`src/design/sbm_pkg.sv`:
```
package sbm_pkg;

    // request kinds
    localparam logic [1:0] FN_WRITE = 2'd0;
    localparam logic [1:0] FN_EXEC  = 2'd1;
    localparam logic [1:0] FN_INIT  = 2'd2;

    // error codes
    localparam logic [2:0] ERR_NONE  = 3'd0;
    localparam logic [2:0] ERR_HALT  = 3'd1;
    localparam logic [2:0] ERR_OVFL  = 3'd2;
    localparam logic [2:0] ERR_UNFL  = 3'd3;
    localparam logic [2:0] ERR_DIVZ  = 3'd4;
    localparam logic [2:0] ERR_MEM   = 3'd5;
    localparam logic [2:0] ERR_REG   = 3'd6;
    localparam logic [2:0] ERR_BADOP = 3'd7;

    // opcodes
    localparam logic [7:0] OP_HALT = 8'h00;
    localparam logic [7:0] OP_PUSH = 8'h01;
    localparam logic [7:0] OP_POP  = 8'h02;
    localparam logic [7:0] OP_ADD  = 8'h03;
    localparam logic [7:0] OP_SUB  = 8'h04;
    localparam logic [7:0] OP_MUL  = 8'h05;
    localparam logic [7:0] OP_DIV  = 8'h06;
    localparam logic [7:0] OP_AND  = 8'h07;
    localparam logic [7:0] OP_OR   = 8'h08;
    localparam logic [7:0] OP_XOR  = 8'h09;
    localparam logic [7:0] OP_NOT  = 8'h0A;
    localparam logic [7:0] OP_JMP  = 8'h0B;
    localparam logic [7:0] OP_JZ   = 8'h0C;
    localparam logic [7:0] OP_JNZ  = 8'h0D;
    localparam logic [7:0] OP_EQ   = 8'h0E;
    localparam logic [7:0] OP_NEQ  = 8'h0F;
    localparam logic [7:0] OP_GT   = 8'h10;
    localparam logic [7:0] OP_LT   = 8'h11;
    localparam logic [7:0] OP_LDB  = 8'h12;
    localparam logic [7:0] OP_STB  = 8'h13;
    localparam logic [7:0] OP_LDR  = 8'h14;
    localparam logic [7:0] OP_STR  = 8'h15;
    localparam logic [7:0] OP_PRD  = 8'h16;
    localparam logic [7:0] OP_PRC  = 8'h17;
    localparam logic [7:0] OP_IN   = 8'h18;
    localparam logic [7:0] OP_ROL  = 8'h19;
    localparam logic [7:0] OP_ROR  = 8'h1A;
    localparam logic [7:0] OP_SWAP = 8'h1B;
    localparam logic [7:0] OP_DUP  = 8'h1C;

    typedef struct packed {
        logic       has_opnd;
        logic [1:0] n_pops;
        logic       rd_reg;
        logic       rd_mem;
        logic       is_div;
    } t_dec;

    typedef struct packed {
        logic accept;
        logic hwr;
        logic init;
        logic clr_step;
        logic fetch;
        logic latch_op;
        logic latch_opnd;
        logic pop_req;
        logic pop_cap;
        logic pop_to_a;
        logic reg_rd;
        logic mem_rd;
        logic exec;
        logic div_step;
        logic push;
        logic out_load;
    } t_cmd;

    typedef struct packed {
        logic [1:0] func;
        logic       run;
        logic [7:0] opcode;
        logic       div_busy;
        logic       push_pend;
        logic       clr_last;
        logic       out_free;
    } t_sts;

    function automatic t_dec sbm_decode(input logic [7:0] op);
        t_dec d;
        d = '0;
        case (op)
            OP_PUSH, OP_JMP, OP_JZ, OP_JNZ: d.has_opnd = 1'b1;
            OP_POP, OP_NOT, OP_PRD, OP_PRC, OP_DUP: d.n_pops = 2'd1;
            OP_ADD, OP_SUB, OP_MUL, OP_AND, OP_OR, OP_XOR,
            OP_EQ, OP_NEQ, OP_GT, OP_LT, OP_STB,
            OP_ROL, OP_ROR, OP_SWAP: d.n_pops = 2'd2;
            OP_DIV: begin
                d.n_pops = 2'd2;
                d.is_div = 1'b1;
            end
            OP_LDB: begin
                d.n_pops = 2'd1;
                d.rd_mem = 1'b1;
            end
            OP_LDR: begin
                d.has_opnd = 1'b1;
                d.rd_reg   = 1'b1;
            end
            OP_STR: begin
                d.has_opnd = 1'b1;
                d.n_pops   = 2'd1;
            end
            default: d = '0;
        endcase
        return d;
    endfunction

endpackage

```
`src/design/sbm_ctrl.sv`:
```
module sbm_ctrl import sbm_pkg::*; (
    input  logic i_clk,
    input  logic i_rst_n,
    input  logic i_valid,
    output logic o_ready,
    input  t_sts i_sts,
    output t_cmd o_cmd
);

    typedef enum logic [4:0] {
        S_CLR, S_IDLE, S_DISP, S_HWR, S_INIT, S_FETCH, S_OPC, S_DEC, S_OPNDL,
        S_POP1, S_POP1W, S_POP2, S_POP2W, S_REG, S_MRD, S_EXEC, S_DIV,
        S_PUSH, S_DONE
    } t_state;

    t_state r_state;
    logic   r_init_item;
    t_dec   dec;
    t_state after_pops;
    t_state after_opnd;

    assign dec = sbm_decode(i_sts.opcode);

    always_comb begin
        if (dec.rd_reg) begin
            after_pops = S_REG;
        end else if (dec.rd_mem) begin
            after_pops = S_MRD;
        end else begin
            after_pops = S_EXEC;
        end
        after_opnd = (dec.n_pops != 2'd0) ? S_POP1 : after_pops;
    end

    always_ff @(posedge i_clk) begin
        if (!i_rst_n) begin
            r_state     <= S_CLR;
            r_init_item <= 1'b0;
        end else begin
            case (r_state)
                S_CLR: begin
                    if (i_sts.clr_last) begin
                        r_state     <= r_init_item ? S_DONE : S_IDLE;
                        r_init_item <= 1'b0;
                    end
                end
                S_IDLE: if (i_valid) r_state <= S_DISP;
                S_DISP: begin
                    case (i_sts.func)
                        FN_WRITE: r_state <= S_HWR;
                        FN_INIT:  r_state <= S_INIT;
                        FN_EXEC:  r_state <= i_sts.run ? S_FETCH : S_DONE;
                        default:  r_state <= S_DONE;
                    endcase
                end
                S_HWR: r_state <= S_DONE;
                S_INIT: begin
                    r_state     <= S_CLR;
                    r_init_item <= 1'b1;
                end
                S_FETCH: r_state <= S_OPC;
                S_OPC:   r_state <= S_DEC;
                S_DEC:   r_state <= dec.has_opnd ? S_OPNDL : after_opnd;
                S_OPNDL: r_state <= after_opnd;
                S_POP1:  r_state <= S_POP1W;
                S_POP1W: r_state <= (dec.n_pops == 2'd2) ? S_POP2 : after_pops;
                S_POP2:  r_state <= S_POP2W;
                S_POP2W: r_state <= after_pops;
                S_REG:   r_state <= S_EXEC;
                S_MRD:   r_state <= S_EXEC;
                S_EXEC:  r_state <= dec.is_div ? S_DIV : S_PUSH;
                S_DIV:   if (!i_sts.div_busy) r_state <= S_PUSH;
                S_PUSH:  if (!i_sts.push_pend) r_state <= S_DONE;
                S_DONE:  if (i_sts.out_free) r_state <= S_IDLE;
                default: r_state <= S_IDLE;
            endcase
        end
    end

    assign o_ready = (r_state == S_IDLE);

    always_comb begin
        o_cmd            = '0;
        o_cmd.accept     = (r_state == S_IDLE) && i_valid;
        o_cmd.hwr        = (r_state == S_HWR);
        o_cmd.init       = (r_state == S_INIT);
        o_cmd.clr_step   = (r_state == S_CLR);
        o_cmd.fetch      = (r_state == S_FETCH) || ((r_state == S_DEC) && dec.has_opnd);
        o_cmd.latch_op   = (r_state == S_OPC);
        o_cmd.latch_opnd = (r_state == S_OPNDL);
        o_cmd.pop_req    = (r_state == S_POP1) || (r_state == S_POP2);
        o_cmd.pop_cap    = (r_state == S_POP1W) || (r_state == S_POP2W);
        o_cmd.pop_to_a   = (r_state == S_POP2W);
        o_cmd.reg_rd     = (r_state == S_REG);
        o_cmd.mem_rd     = (r_state == S_MRD);
        o_cmd.exec       = (r_state == S_EXEC);
        o_cmd.div_step   = (r_state == S_DIV) && i_sts.div_busy;
        o_cmd.push       = (r_state == S_PUSH) && i_sts.push_pend;
        o_cmd.out_load   = (r_state == S_DONE) && i_sts.out_free;
    end

endmodule

```
`config.mk`:
```
export PLATFORM = sky130hd
export DESIGN_NAME = sbm_ctrl
export DESIGN_NICKNAME = d
export VERILOG_FILES = /design/src/design/sbm_pkg.sv /design/src/design/sbm_ctrl.sv
export SDC_FILE = /design/constraint.sdc
export NUM_CORES = 1
export LEC_CHECK = 0
export ABC_AREA = 1
export BUFFER_PORTS_ARGS = -buffer_cell sky130_fd_sc_hd__buf_2
export CORE_UTILIZATION = 48
export CTS_CLUSTER_SIZE = 16
export DETAILED_ROUTE_END_ITERATION = 12
export PLACE_DENSITY = 0.79
export SYNTH_ARGS = -nofsm -noshare
export SYNTH_HDL_FRONTEND = slang
export SYNTH_SLANG_ARGS = --single-unit
```
`constraint.sdc`:
```
create_clock -name i_clk -period 1.5 [get_ports i_clk]
set_input_delay 0.225 -clock i_clk [delete_from_list [all_inputs] [get_ports i_clk]]
set_output_delay 0.225 -clock i_clk [all_outputs]
set_load 0.02 [all_outputs]
```
==> metrics.md <==
| Metric | Value |
|---|---|
| Die X | `45.1 um` |
| Slew Viols, Final | `0` |
| Routed wire length | `approximately 5 mm` |
| Failing checks | `negative setup slack` |
| Switch share | `approximately 54%` |
| Max Cap Viol | `0` |
| HPWL after DPL | `2.36 mm` |
| Post-synthesis compound-gate area fraction | `17.6%` |
| Antenna fix cells | `0` |
| Seq/Total Area, Yosys | `13.5%` |
| Antenna violations before repair | `0` |
| Core Box Area | `0.00173 mm2` |
| Clk slew on worst S/H paths | `60 ps` |
| Worst Hold Class | `in -> reg` |
| Vert. Die Dim | `45.1 um` |
| Worst skew pair latency | `270 ps` |
| Nets | `256` |
| Skew final | `7.28 ps` |
| Rel. slew slack | `75.4%` |
| Final setup vio count | `21` |
| Clock tree sinks | `6` |
| R2R Setup Slk | `-180 ps` |
| Netlist Area Pre-Place | `890 um2` |
| Most common cell on crit path | `nand2_1` |
| Post-CTS Hold Buffers | `0` |
| IO Port Bufs | `34` |
| CTS H-tree lvls | `1` |
| Antenna violation net count after detailed routing | `0` |
| Crit end category | `register` |
| Fin Setup TNS | `-2130 ps` |
| Share of post-route cells with drive strength above 1 | `48.7%` |
| Part of the power in registers | `13.2%` |
| Overall power | `0.00197 W` |
| Initial Util | `51.5%` |
| Area delta synth->final | `76.1%` |
| Initial DRC Count | `146` |
| Post-layout util | `90.7%` |
| Worst-path maximum fanout | `4` |
| Crit-path cells | `nor2_4, buf_4, nand2_1, nor2_2, nand2_1, nand2_1, nor2_1, nand2_1, nor3_2, nor2_1` |
| Largest family of logic cells by synthesized area | `simple AND/OR/NAND/NOR gates` |
| GRT Util Overall | `39.6%` |
| Congestion Overflow GR | `0` |
| Unrepaired setup endpoints after global routing | `yes` |
| Slew @ Worst Pin | `366 ps` |
| Rows | `15` |
| Mean number of vias per cell | `6.52` |
| Synth Area in Adders | `0%` |
| Syn avg cell area | `5.08 um2` |
| Clock Power Share | `under 10%` |
| Max incr delay on CP | `400 ps` |
| Crit Path Category | `reg -> reg` |
| Fmax | `595 MHz` |
| Vias in the first global route | `1,370` |
| Fill cells | `86` |
| Post-synthesis simple-gate area fraction | `53.7%` |
| Post-Synthesis Cells | `175` |
| Mux contribution to synthesized area | `0%` |
| TritonRoute pass-1 iters | `5` |
| CP Launch Type | `register` |
| CTS tree | `yes` |
| Clk buf depth | `2` |
| Outcome | `finished, violations left` |
| WP data arrival | `around 1800 ps` |
| PwrDens | `1260 mW/mm2` |
| Final min period | `1680 ps` |
| Sw Pwr | `0.00106 W` |
| Warnings from Yosys | `0` |
| Slowest CP cell | `dfxtp_4` |
| Final hold vios | `0` |
| Synth cell types | `23` |
| Drc violations | `0` |
| Clock Root Buffer | `clkbuf_4` |
| Full die area | `just over 0.002 mm2` |
| Final WS setup | `-180 ps` |
| Internal cell power | `roughly 0.0009 W` |
| Wire per inst | `19.4 um` |
| Max IR drop VDD | `0.775 mV` |
| Syn nets | `193` |
| Largest net degree at the start of global routing | `10` |
| Vias post-DR | `1,703` |
| FF+latch count, synth | `6` |
| Synth Area in XOR/XNOR | `0%` |
| First-pass GRT wire length | `5.81 mm` |
| Period utilization | `112%` |
| Total CTS buffers | `3` |
| Worst EP required | `1650 ps` |
| Num ports | `35` |
| Comb power frac | `77.5%` |
| Routability cong. | `0.907` |
| Leakage | `0.836 nW` |
==> cells in the final DEF (no fill, tap or decap), drive strengths merged, types with 4 or more instances in the layout <==
master   n
buf     58
nand2   45
nor2    35
inv     34
nand3   13
nor3    10
o21ai    9
a21oi    7
dfxtp    6
nand4    5
clkbuf   4
==> kinds of logic after synthesis <==
logic type	count (synthesis)
buf+inv	35
compound gates	25
simple gates	109
flops	6
==> power by group through the flow <==
stage / Clock [W] / Combinational, W / Sequential, W
after floorplan: 0 / 0.000594 / 0.000239
after global placement: 0 / 0.00104 / 0.000228
after detailed placement: 0 / 0.00105 / 0.000232
after CTS: 0.000165 / 0.00119 / 0.000243
after global routing: 0.000186 / 0.00161 / 0.000258
final: 0.000183 / 0.00152 / 0.000259
==> critical path: cells and delay by family, from the launching register on <==
family	cells	cell delay, ps
simple gates	9	1020
flops	1	400
buf+inv	1	140
==> area by class of cell <==
class	count	area [um2]	area share, %
inverters	34	130	8.31
multi-input cells	134	825	52.6
repair buffers	59	428	27.3
flip-flops and latches	6	130	8.31
well taps	25	31.3	2.00
clock buffers	3	22.5	1.44
==> per-layer routing <==
| layer | vias to the layer above | share of wire [%] | global-route usage [%] |
|---|---|---|---|
| li1 | 697 | - | - |
| met4 | 0 | 11 | 21.2 |
| met5 | - | 0 | 0 |
| met3 | 83 | 14 | 9.60 |
| met2 | 206 | 43 | 69.3 |
| met1 | 717 | 33 | 43.8 |
==> state kept, by name, indices dropped and copies added (netlist names) <==
register     cells
r_init_item      1
r_state          5
==> through the flow <==
step	setup WS (ps)	instance area (um2)	hold WS (ps)	instances
after floorplan	-29.6	906	367	175
after global placement	14.4	1230	497	249
after detailed placement	-22.9	1230	494	249
after CTS	-43.4	1410	232	255
after global routing	-284	1570	277	261
final	-180	1570	278	261
==> timing repair <==
item	4_1_cts	5_1_grt
setup buffers	4	6
pin swaps	4	11
gates resized for setup	39	33
setup endpoints to repair	18	19
==> cell usage after synthesis <==
master     n  share of area, %
o21bai_1   1              0.84
nor4_1     1              0.70
o21ba_2    1               1.1
nor2_2     2               1.4
dfxtp_1    6                14
a31oi_1    2               1.4
buf_4      1              0.84
o21ai_0    8               4.5
nor2_1    33                14
inv_2      3               1.3
o21ai_1    1              0.56
nor3_2     3               3.4
a21oi_1    7               3.9
o31ai_1    2               1.7
nand2_1   43                18
a311oi_1   1              0.98
nand4_1    5               3.5
nand2_2    2               1.4
o21a_1     1              0.84
nand3_1   13               7.3
inv_1     31                13
o221ai_2   1               1.7
nor3_1     7               3.9
==> worst paths after layout <==
kind,start,to,depth (start not counted)
worst max-delay path,r_state[3]$_SDFFE_PN0P_,r_state[0]$_SDFFE_PN0P_,10
worst min-delay path,i_rst_n,r_state[0]$_SDFFE_PN0P_,3
worst max register to register,r_state[3]$_SDFFE_PN0P_,r_state[0]$_SDFFE_PN0P_,10
worst min register to register,r_init_item$_SDFFE_PN0P_,r_init_item$_SDFFE_PN0P_,2
Power figures use the tool's default switching activity.
